## src/rtl/core/crt_pkg.sv

```systemverilog
// Shared constants, codes and types of the chunk coverage tracker.
`timescale 1ns / 1ps
`default_nettype none
package crt_pkg;
	localparam int SIZE_BITS     = 16;
	localparam int MAX_INTERVALS = 16;
	localparam int POS_W         = SIZE_BITS + 1;
	localparam int IDX_W         = $clog2(MAX_INTERVALS);
	localparam int CNT_W         = $clog2(MAX_INTERVALS + 2);
	localparam int ADDR_W        = IDX_W + 1;
	localparam int COUNT_OUT_W   = 5;
	localparam int REG_ADDR_W    = 3;

	localparam logic [POS_W-1:0] SIZE_CAP = POS_W'(1) << SIZE_BITS;

	// word index of the object size register
	localparam logic REG_OBJECT_SIZE = 1'b0;

	typedef enum logic [1:0] {
		STAT_PARTIAL    = 2'd0,
		STAT_COMPLETE   = 2'd1,
		STAT_BAD_RANGE  = 2'd2,
		STAT_TABLE_FULL = 2'd3
	} status_t;

	typedef struct packed {
		status_t                  status;
		logic                     copy_needed;
		logic [COUNT_OUT_W-1:0]   interval_count;
	} crt_result_t;

	typedef struct packed {
		logic start;
		logic clear;
		logic out_free;
	} crt_ctrl_t;
endpackage
`default_nettype wire

```

## src/rtl/core/crt_merge_engine.sv

```systemverilog
// Interval table and merge sequencer: streams the old table into the spare bank.
`timescale 1ns / 1ps
`default_nettype none
module crt_merge_engine
	import crt_pkg::*;
(
	input  logic                 clk,
	input  logic                 arst_n,
	input  crt_ctrl_t            ctrl,
	input  logic [SIZE_BITS-1:0] chunk_start,
	input  logic [POS_W-1:0]     chunk_end,
	input  logic [POS_W-1:0]     object_size,
	output logic                 ready,
	output logic                 done,
	output crt_result_t          result
);

	typedef enum logic [4:0] {
		ST_IDLE   = 5'b00001,
		ST_CHECK  = 5'b00010,
		ST_SCAN   = 5'b00100,
		ST_FLUSH  = 5'b01000,
		ST_RESULT = 5'b10000
	} state_t;

	localparam logic [CNT_W-1:0] MAX_CNT = CNT_W'(MAX_INTERVALS);

	state_t state_q;

	// two banks of MAX_INTERVALS entries; sel_q picks the live one
	logic [2*POS_W-1:0] mem [2*MAX_INTERVALS];
	logic [2*POS_W-1:0] rd_q;
	logic               sel_q;

	logic [POS_W-1:0] s_q, e_q;
	logic [CNT_W-1:0] count_q, i_q, j_q;
	logic             pend_q, acc_v_q, contained_q, first_full_q;
	logic [POS_W-1:0] acc_s_q, acc_e_q;
	crt_result_t      res_q;

	logic [POS_W-1:0]  rd_a, rd_b, item_s, item_e;
	logic              have_old, take_chunk, merge, scan_end, flush_en, wr_en;
	logic              bad, first_now, ff, over, complete;
	logic [CNT_W-1:0]  i_d, new_j;
	logic [ADDR_W-1:0] rd_addr, wr_addr;

	assign rd_a = rd_q[2*POS_W-1:POS_W];
	assign rd_b = rd_q[POS_W-1:0];

	always_comb begin
		have_old   = i_q < count_q;
		take_chunk = pend_q && (!have_old || s_q <= rd_a);
		item_s     = take_chunk ? s_q : rd_a;
		item_e     = take_chunk ? e_q : rd_b;
		merge      = acc_v_q && (item_s <= acc_e_q);
		scan_end   = !have_old && !pend_q;
		flush_en   = ((state_q == ST_SCAN) && !scan_end && !merge && acc_v_q) ||
		             (state_q == ST_FLUSH);
		wr_en      = flush_en && (j_q < MAX_CNT);
		bad        = (s_q >= e_q) || (e_q > object_size);
		first_now  = (acc_s_q == '0) && (acc_e_q == object_size);
		ff         = (j_q == '0) ? first_now : first_full_q;
		new_j      = j_q + CNT_W'(1);
		over       = new_j > MAX_CNT;
		complete   = !over && (new_j == CNT_W'(1)) && ff;
		case (state_q)
			ST_SCAN: begin
				i_d = (!scan_end && !take_chunk) ? i_q + CNT_W'(1) : i_q;
			end
			ST_FLUSH, ST_RESULT: begin
				i_d = i_q;
			end
			default: begin
				i_d = '0;
			end
		endcase
		rd_addr = {sel_q, i_d[IDX_W-1:0]};
		wr_addr = {~sel_q, j_q[IDX_W-1:0]};
	end

	// table storage, registered read
	always_ff @(posedge clk) begin
		if (wr_en) begin
			mem[wr_addr] <= {acc_s_q, acc_e_q};
		end
		rd_q <= mem[rd_addr];
	end

	always_ff @(posedge clk or negedge arst_n) begin
		if (!arst_n) begin
			state_q      <= ST_IDLE;
			sel_q        <= 1'b0;
			count_q      <= '0;
			i_q          <= '0;
			j_q          <= '0;
			pend_q       <= 1'b0;
			acc_v_q      <= 1'b0;
			contained_q  <= 1'b0;
			first_full_q <= 1'b0;
			acc_s_q      <= '0;
			acc_e_q      <= '0;
		end else begin
			i_q <= i_d;
			if (flush_en) begin
				j_q <= new_j;
				if (j_q == '0) begin
					first_full_q <= first_now;
				end
			end
			case (state_q)
				ST_IDLE: begin
					if (ctrl.start) begin
						state_q <= ST_CHECK;
					end
				end
				ST_CHECK: begin
					pend_q       <= 1'b1;
					acc_v_q      <= 1'b0;
					contained_q  <= 1'b0;
					first_full_q <= 1'b0;
					j_q          <= '0;
					state_q      <= bad ? ST_RESULT : ST_SCAN;
				end
				ST_SCAN: begin
					if (scan_end) begin
						state_q <= ST_FLUSH;
					end else begin
						if (take_chunk) begin
							pend_q <= 1'b0;
						end else if (rd_a <= s_q && e_q <= rd_b) begin
							contained_q <= 1'b1;
						end
						if (merge) begin
							if (item_e > acc_e_q) begin
								acc_e_q <= item_e;
							end
						end else begin
							acc_s_q <= item_s;
							acc_e_q <= item_e;
							acc_v_q <= 1'b1;
						end
					end
				end
				ST_FLUSH: begin
					// a rejected chunk leaves the live bank untouched
					if (!over) begin
						sel_q   <= ~sel_q;
						count_q <= complete ? '0 : new_j;
					end
					state_q <= ST_RESULT;
				end
				ST_RESULT: begin
					if (ctrl.out_free) begin
						state_q <= ST_IDLE;
					end
				end
				default: begin
					state_q <= ST_IDLE;
				end
			endcase
			if (ctrl.clear) begin
				count_q <= '0;
			end
		end
	end

	// payload registers
	always_ff @(posedge clk) begin
		if (state_q == ST_IDLE && ctrl.start) begin
			s_q <= POS_W'(chunk_start);
			e_q <= chunk_end;
		end
		if (state_q == ST_CHECK) begin
			res_q.status         <= STAT_BAD_RANGE;
			res_q.copy_needed    <= 1'b0;
			res_q.interval_count <= COUNT_OUT_W'(count_q);
		end
		if (state_q == ST_FLUSH) begin
			if (over) begin
				res_q.status         <= STAT_TABLE_FULL;
				res_q.copy_needed    <= 1'b0;
				res_q.interval_count <= COUNT_OUT_W'(count_q);
			end else begin
				res_q.status         <= complete ? STAT_COMPLETE : STAT_PARTIAL;
				res_q.copy_needed    <= !contained_q;
				res_q.interval_count <= complete ? '0 : COUNT_OUT_W'(new_j);
			end
		end
	end

	assign ready  = state_q == ST_IDLE;
	assign done   = (state_q == ST_RESULT) && ctrl.out_free;
	assign result = res_q;

`ifndef SYNTH
	a_count_bound: assert property (@(posedge clk) disable iff (!arst_n)
		count_q <= MAX_CNT)
		else $error("interval count above table depth");
	a_scan_index: assert property (@(posedge clk) disable iff (!arst_n)
		state_q == ST_SCAN |-> i_q <= count_q)
		else $error("scan index ran past live entries");
	a_start_check: assert property (@(posedge clk) disable iff (!arst_n)
		(state_q == ST_IDLE && ctrl.start) |=> state_q == ST_CHECK)
		else $error("start did not enter range check");
	a_full_no_copy: assert property (@(posedge clk) disable iff (!arst_n)
		(done && result.status == STAT_TABLE_FULL) |-> !result.copy_needed)
		else $error("table full result asks for copy");
	a_complete_empty: assert property (@(posedge clk) disable iff (!arst_n)
		(done && result.status == STAT_COMPLETE) |-> count_q == '0)
		else $error("complete object left intervals");
`endif
endmodule
`default_nettype wire

```

## src/rtl/core/chunk_coverage_reassembly_tracker.sv

```systemverilog
// Top level of the chunk coverage tracker: register port, handshakes, result register.
//
//  channel  dir  handshake              payload
//  apb      in   psel/penable/pready    paddr, pwdata, prdata (object_size)
//  in       in   in_valid/in_stall      chunk_start, chunk_end
//  out      out  out_valid/out_stall    status, copy_needed, interval_count
//
// A chunk's result waits for the merge walk, which reads one stored interval a cycle from
// the live table bank, besides one step that takes in the new chunk.
// A bad range skips the merge walk and goes from the range check to the result step.
// One chunk at a time: in_stall is high from accept until the result is loaded.
// The result register frees the engine; a stalled result holds the engine in its result step.
// Reset clears the interval count and object size; the table needs no clearing pass.
`timescale 1ns / 1ps
`default_nettype none
module chunk_coverage_reassembly_tracker
	import crt_pkg::*;
(
	input  logic                   clk,
	input  logic                   arst_n,
	input  logic                   psel,
	input  logic                   penable,
	input  logic                   pwrite,
	input  logic [REG_ADDR_W-1:0]  paddr,
	input  logic [31:0]            pwdata,
	output logic [31:0]            prdata,
	output logic                   pready,
	input  logic                   in_valid,
	output logic                   in_stall,
	input  logic [SIZE_BITS-1:0]   chunk_start,
	input  logic [POS_W-1:0]       chunk_end,
	output logic                   out_valid,
	input  logic                   out_stall,
	output logic [1:0]             status,
	output logic                   copy_needed,
	output logic [COUNT_OUT_W-1:0] interval_count
);

	logic [POS_W-1:0] object_size_q;
	logic             reg_hit, cfg_wr, eng_ready, eng_done;
	logic [POS_W-1:0] wr_val;
	crt_ctrl_t        ctrl;
	crt_result_t      eng_res;
	crt_result_t      out_q;
	logic             out_valid_q;

	assign pready  = 1'b1;
	assign reg_hit = paddr[2] == REG_OBJECT_SIZE;
	assign cfg_wr  = psel && penable && pwrite && reg_hit;
	assign wr_val  = pwdata[POS_W-1:0];
	assign prdata  = reg_hit ? 32'(object_size_q) : '0;

	always_ff @(posedge clk or negedge arst_n) begin
		if (!arst_n) begin
			object_size_q <= '0;
		end else if (cfg_wr) begin
			object_size_q <= (wr_val > SIZE_CAP) ? SIZE_CAP : wr_val;
		end
	end

	assign in_stall      = !eng_ready;
	assign ctrl.start    = in_valid && eng_ready;
	assign ctrl.clear    = cfg_wr;
	assign ctrl.out_free = !out_valid_q || !out_stall;

	crt_merge_engine u_engine (
		.clk         (clk),
		.arst_n      (arst_n),
		.ctrl        (ctrl),
		.chunk_start (chunk_start),
		.chunk_end   (chunk_end),
		.object_size (object_size_q),
		.ready       (eng_ready),
		.done        (eng_done),
		.result      (eng_res)
	);

	always_ff @(posedge clk or negedge arst_n) begin
		if (!arst_n) begin
			out_valid_q <= 1'b0;
		end else if (eng_done) begin
			out_valid_q <= 1'b1;
		end else if (!out_stall) begin
			out_valid_q <= 1'b0;
		end
	end

	always_ff @(posedge clk) begin
		if (eng_done) begin
			out_q <= eng_res;
		end
	end

	assign out_valid      = out_valid_q;
	assign status         = out_q.status;
	assign copy_needed    = out_q.copy_needed;
	assign interval_count = out_q.interval_count;
endmodule
`default_nettype wire

```

## config.mk

```make
export PLATFORM = sky130hd
export DESIGN_NAME = chunk_coverage_reassembly_tracker
export DESIGN_NICKNAME = d
export VERILOG_FILES = /design/src/rtl/core/crt_pkg.sv /design/src/rtl/core/crt_merge_engine.sv /design/src/rtl/core/chunk_coverage_reassembly_tracker.sv
export SDC_FILE = /design/constraint.sdc
export NUM_CORES = 2
export LEC_CHECK = 0
export BUFFER_PORTS_ARGS = -buffer_cell sky130_fd_sc_hd__buf_2
export CORE_MARGIN = 1.5
export CORE_UTILIZATION = 39
export CTS_CLUSTER_DIAMETER = 50
export CTS_CLUSTER_SIZE = 28
export DETAILED_ROUTE_END_ITERATION = 8
export GPL_TIMING_DRIVEN = 0
export PLACE_DENSITY = 0.53
export SYNTH_ARGS = -nofsm -noshare
export SYNTH_HDL_FRONTEND = slang
export SYNTH_SLANG_ARGS = --single-unit
```

## constraint.sdc

```tcl
create_clock -name clk -period 20.1 [get_ports clk]
set_input_delay 2.01 -clock clk [delete_from_list [all_inputs] [get_ports clk]]
set_output_delay 2.01 -clock clk [all_outputs]
set_load 0.02 [all_outputs]
```

==> flow_metrics.env <==
export IMPL_status="completed"
export IMPL_numPortBuffers=83
export IMPL_grt_met2_usage_pct=38.2
export IMPL_period_minus_slack_ps=9020
export IMPL_busiest_layer="met2"
export IMPL_use_met3_pct=3.97
export IMPL_clkTransAtPathRegs_ps=70
export IMPL_grt_pass1_wl_mm=226
export IMPL_min_path_cells=0
export IMPL_drc=0
export IMPL_hpwl_mm=111
export IMPL_cts_tree="yes"
export IMPL_worstPathRequired_ps=20570
export IMPL_worstReg2RegStart="u_engine.s_q[12]"
export IMPL_min_from="u_engine.result[7]"
export IMPL_vias=33600
export IMPL_maxSlewHeadroom_pct=6.03
export IMPL_synth_cell_types=71
export IMPL_grtUsageMet1_pct=30.9
export IMPL_ios=118
export IMPL_p_leak_nw=21.6
export IMPL_initial_utilization_pct=39.2
export IMPL_dieArea_um2=134000
export IMPL_synth_edf_count=1137
export IMPL_area_growth_pct=17.2
export IMPL_post_cts_buffers=0
export IMPL_cp_common_cell="o21a_1"
export IMPL_synth_seq_cells=1248
export IMPL_r2r_slack_ps=11080
export IMPL_grt_antenna_before_repair=5
export IMPL_routed_wl_mm=156
export IMPL_cts_hold_buffers_added=0
export IMPL_endpoint_kind="flip-flop"
export IMPL_drv_cap=0
export IMPL_async_flop_share_pct=6.17
export IMPL_crit_start="u_engine.s_q[12]"
export IMPL_start_kind="flip-flop"
export IMPL_htreeDepth=4
export IMPL_yosysSeqAreaShare_pct=71.4
export IMPL_rows=133
export IMPL_grt_overflow=0
export IMPL_clk_latency_ps=780
export IMPL_synth_cells=3964
export IMPL_critPathBufInv=7
export IMPL_critPathMaxFanout=10
export IMPL_cts_buffers=133
export IMPL_die_h_um=366
export IMPL_worstRegToRegCells=27
export IMPL_clock_skew_ps=39.1
export IMPL_drv_slew=0
export IMPL_path_depth=27
export IMPL_core_area_um2=131000
export IMPL_gr_usage_all_layers_pct=23.0
export IMPL_drive_above_1_share_pct=16.8
export IMPL_cts_root_buf="clkbuf_16"
export IMPL_grt_pass1_vias=32800
export IMPL_gp_congestion=0.894
export IMPL_post_cts_resized=0
export IMPL_total_power_mw=7.01
export IMPL_hold_viol=0
export IMPL_rsz0062_at_grt="false"
export IMPL_cp_slowest_stage_delay_ps=980
export IMPL_multi_input_area_um2=13300
export IMPL_cpLargestDelayFamily="simple AND/OR/NAND/NOR gates"
export IMPL_syn_area_um2=51400
export IMPL_wl_per_cell_um=25.0
export IMPL_grt_max_degree=42
export IMPL_tns_ps=0
export IMPL_arrival_ps=9490
export IMPL_timing_fmax_ghz=0.111
export IMPL_hp_class="reg2reg"
export IMPL_ir_drop_uv=77.9
export IMPL_nNetsFinal=4533
export IMPL_yosys_warnings=0
export IMPL_power_density_nw_per_um2=116
export IMPL_criticalPathCategory="reg2reg"
export IMPL_vias_per_cell=5.40
export IMPL_postRouteAntennaNets=0
export IMPL_finalSetupViolCount=0
export IMPL_synthFlopType="edfxtp_1"
export IMPL_fill_cells=12000
export IMPL_first_pass_iters=5
export IMPL_ctsLongestPathBuffers=3
export IMPL_die_x_um=366
export IMPL_fin_crit_sh_pct=44.9
export IMPL_drt_iter0_drc=3423
export IMPL_cp_slowest_cell="nor4b_2"
export IMPL_syn_area_per_cell_um2=13.0
export IMPL_hold_end="status[1]"
export IMPL_clock_sinks=1248
export IMPL_tightest_slew_ps=1410
export IMPL_ff_latch_area_um2=36800
export IMPL_r2r_end="u_engine.mem[28][27]"
==> final cells by class <==
class | instances | area share, %
repair buffers | 234 | 2.99
clock buffers | 149 | 5.81
clock inverters | 92 | 1.76
well taps | 1755 | 3.64
diodes | 4 | 0.0166
inverters | 101 | 0.639
multi-input cells | 2382 | 22.1
flip-flops and latches | 1248 | 61.0
plain buffers | 247 | 2.04
==> state kept, by name, indices dropped and copies added, names as in the netlist, 2 cells and up <==
| name | flops |
|---|---|
| u_engine.mem | 1088 |
| u_engine.rd_q | 34 |
| object_size_q | 17 |
| u_engine.acc_e_q | 17 |
| u_engine.acc_s_q | 17 |
| u_engine.e_q | 17 |
| u_engine.s_q | 16 |
| u_engine.result | 8 |
| interval_count | 5 |
| u_engine.count_q | 5 |
| u_engine.i_q | 5 |
| u_engine.j_q | 5 |
| u_engine.state_q | 5 |
| status | 2 |
==> power breakdown <==
part | switching, mW | internal, mW | total [mW] | leakage [nW]
Clock | 1.10 | 1.47 | 2.57 | 2.20
Sequential | 0.437 | 3.23 | 3.67 | 11.7
Combinational | 0.475 | 0.294 | 0.769 | 7.72
Total | 2.01 | 4.99 | 7.01 | 21.6
==> layout by cell type, fill, tap and decap left out, types with 9 or more instances in the layout <==
cell,count
clkbuf_1,95
buf_4,122
nor2b_1,9
nor4_1,10
o22ai_1,69
clkinv_4,10
nand2_1,881
buf_1,10
or4_1,35
bufinv_16,14
edfxtp_1,1137
buf_6,59
nand3b_1,9
inv_1,96
xor2_1,18
dfrtp_1,60
clkinv_1,10
buf_2,200
clkinv_2,15
clkinvlp_4,14
nor3_2,44
conb_1,16
a21o_1,24
a22oi_1,138
inv_6,19
o21a_1,20
dfrtp_2,16
dfxtp_1,34
o21ai_0,52
nor4b_2,18
a21oi_1,443
nor2_1,45
nor3_1,12
nand3_1,284
nand4_1,23
clkbuf_16,138
mux2_2,47
ha_1,111
==> worst max-delay path by stage <==
| stage | end | slack (ps) |
|---|---|---|
| 2_1_floorplan | u_engine.mem[18][0] | 11640 |
| 3_3_place_gp | u_engine.mem[21][27] | 5030 |
| 3_5_place_dp | u_engine.mem[28][30] | 10930 |
| 4_1_cts | u_engine.mem[28][27] | 10890 |
| 5_1_grt | u_engine.mem[28][30] | 10470 |
| 6_report | u_engine.mem[28][27] | 11080 |
==> metrics by stage <==
step	util, %	cells	setup slack (ps)	area, µm²	hold WS, ps
6_report	46.0	6212	11080	60300	418
5_1_grt	46.0	6208	10470	60300	421
4_1_cts	45.9	6208	10890	60300	419
3_5_place_dp	42.5	5967	10930	55700	405
3_3_place_gp	41.3	5816	5030	54100	403
2_1_floorplan	-	3978	11640	51500	400
==> kinds of logic (layout without fill, tap and decap cells) <==
kind of cell | Yosys count | after routing | synth area share (%)
simple gates | 1404 | 1404 | 12.4
flops | 1248 | 1248 | 71.4
compound gates | 777 | 777 | 8.85
buf+inv | 348 | 823 | 3.14
fa+ha+maj | 111 | 111 | 2.70
mux | 52 | 52 | 1.13
xor+xnor | 22 | 22 | 0.375
other cells | 2 | 20 | 0.0146
==> cells in the mapped netlist, drive strengths merged (7+ instances only) <==
cell	instances	share of area, %
nand2	881	6.4
nor4b	18	0.31
nor2b	9	0.11
xor2	18	0.31
nand3	286	2.8
and2	7	0.085
inv	97	0.71
dfrtp	76	3.7
o21ai	53	0.52
o22ai	69	0.84
o21a	21	0.32
a21o	24	0.35
a22oi	138	2.0
edfxtp	1137	66
dfxtp	34	1.3
nor2	46	0.34
or4	35	0.51
nand2b	8	0.097
mux2	47	1.0
nor3	56	0.84
nand3b	9	0.13
buf	162	1.8
clkbuf	85	0.62
ha	111	2.7
a21oi	444	4.3
nor4	11	0.16
nand4	23	0.28
==> routing by layer <==
layer  share of wire (%)  vias to the layer above  wire [µm]
met5                   0                        -          0
met4                 2.5                        0       3910
met3                 6.8                      230      10500
met2                  48                     1192      75300
met1                  42                    16800      65800
li1                    -                    15400          -
Note: power is estimated with default switching activity, not from simulation.
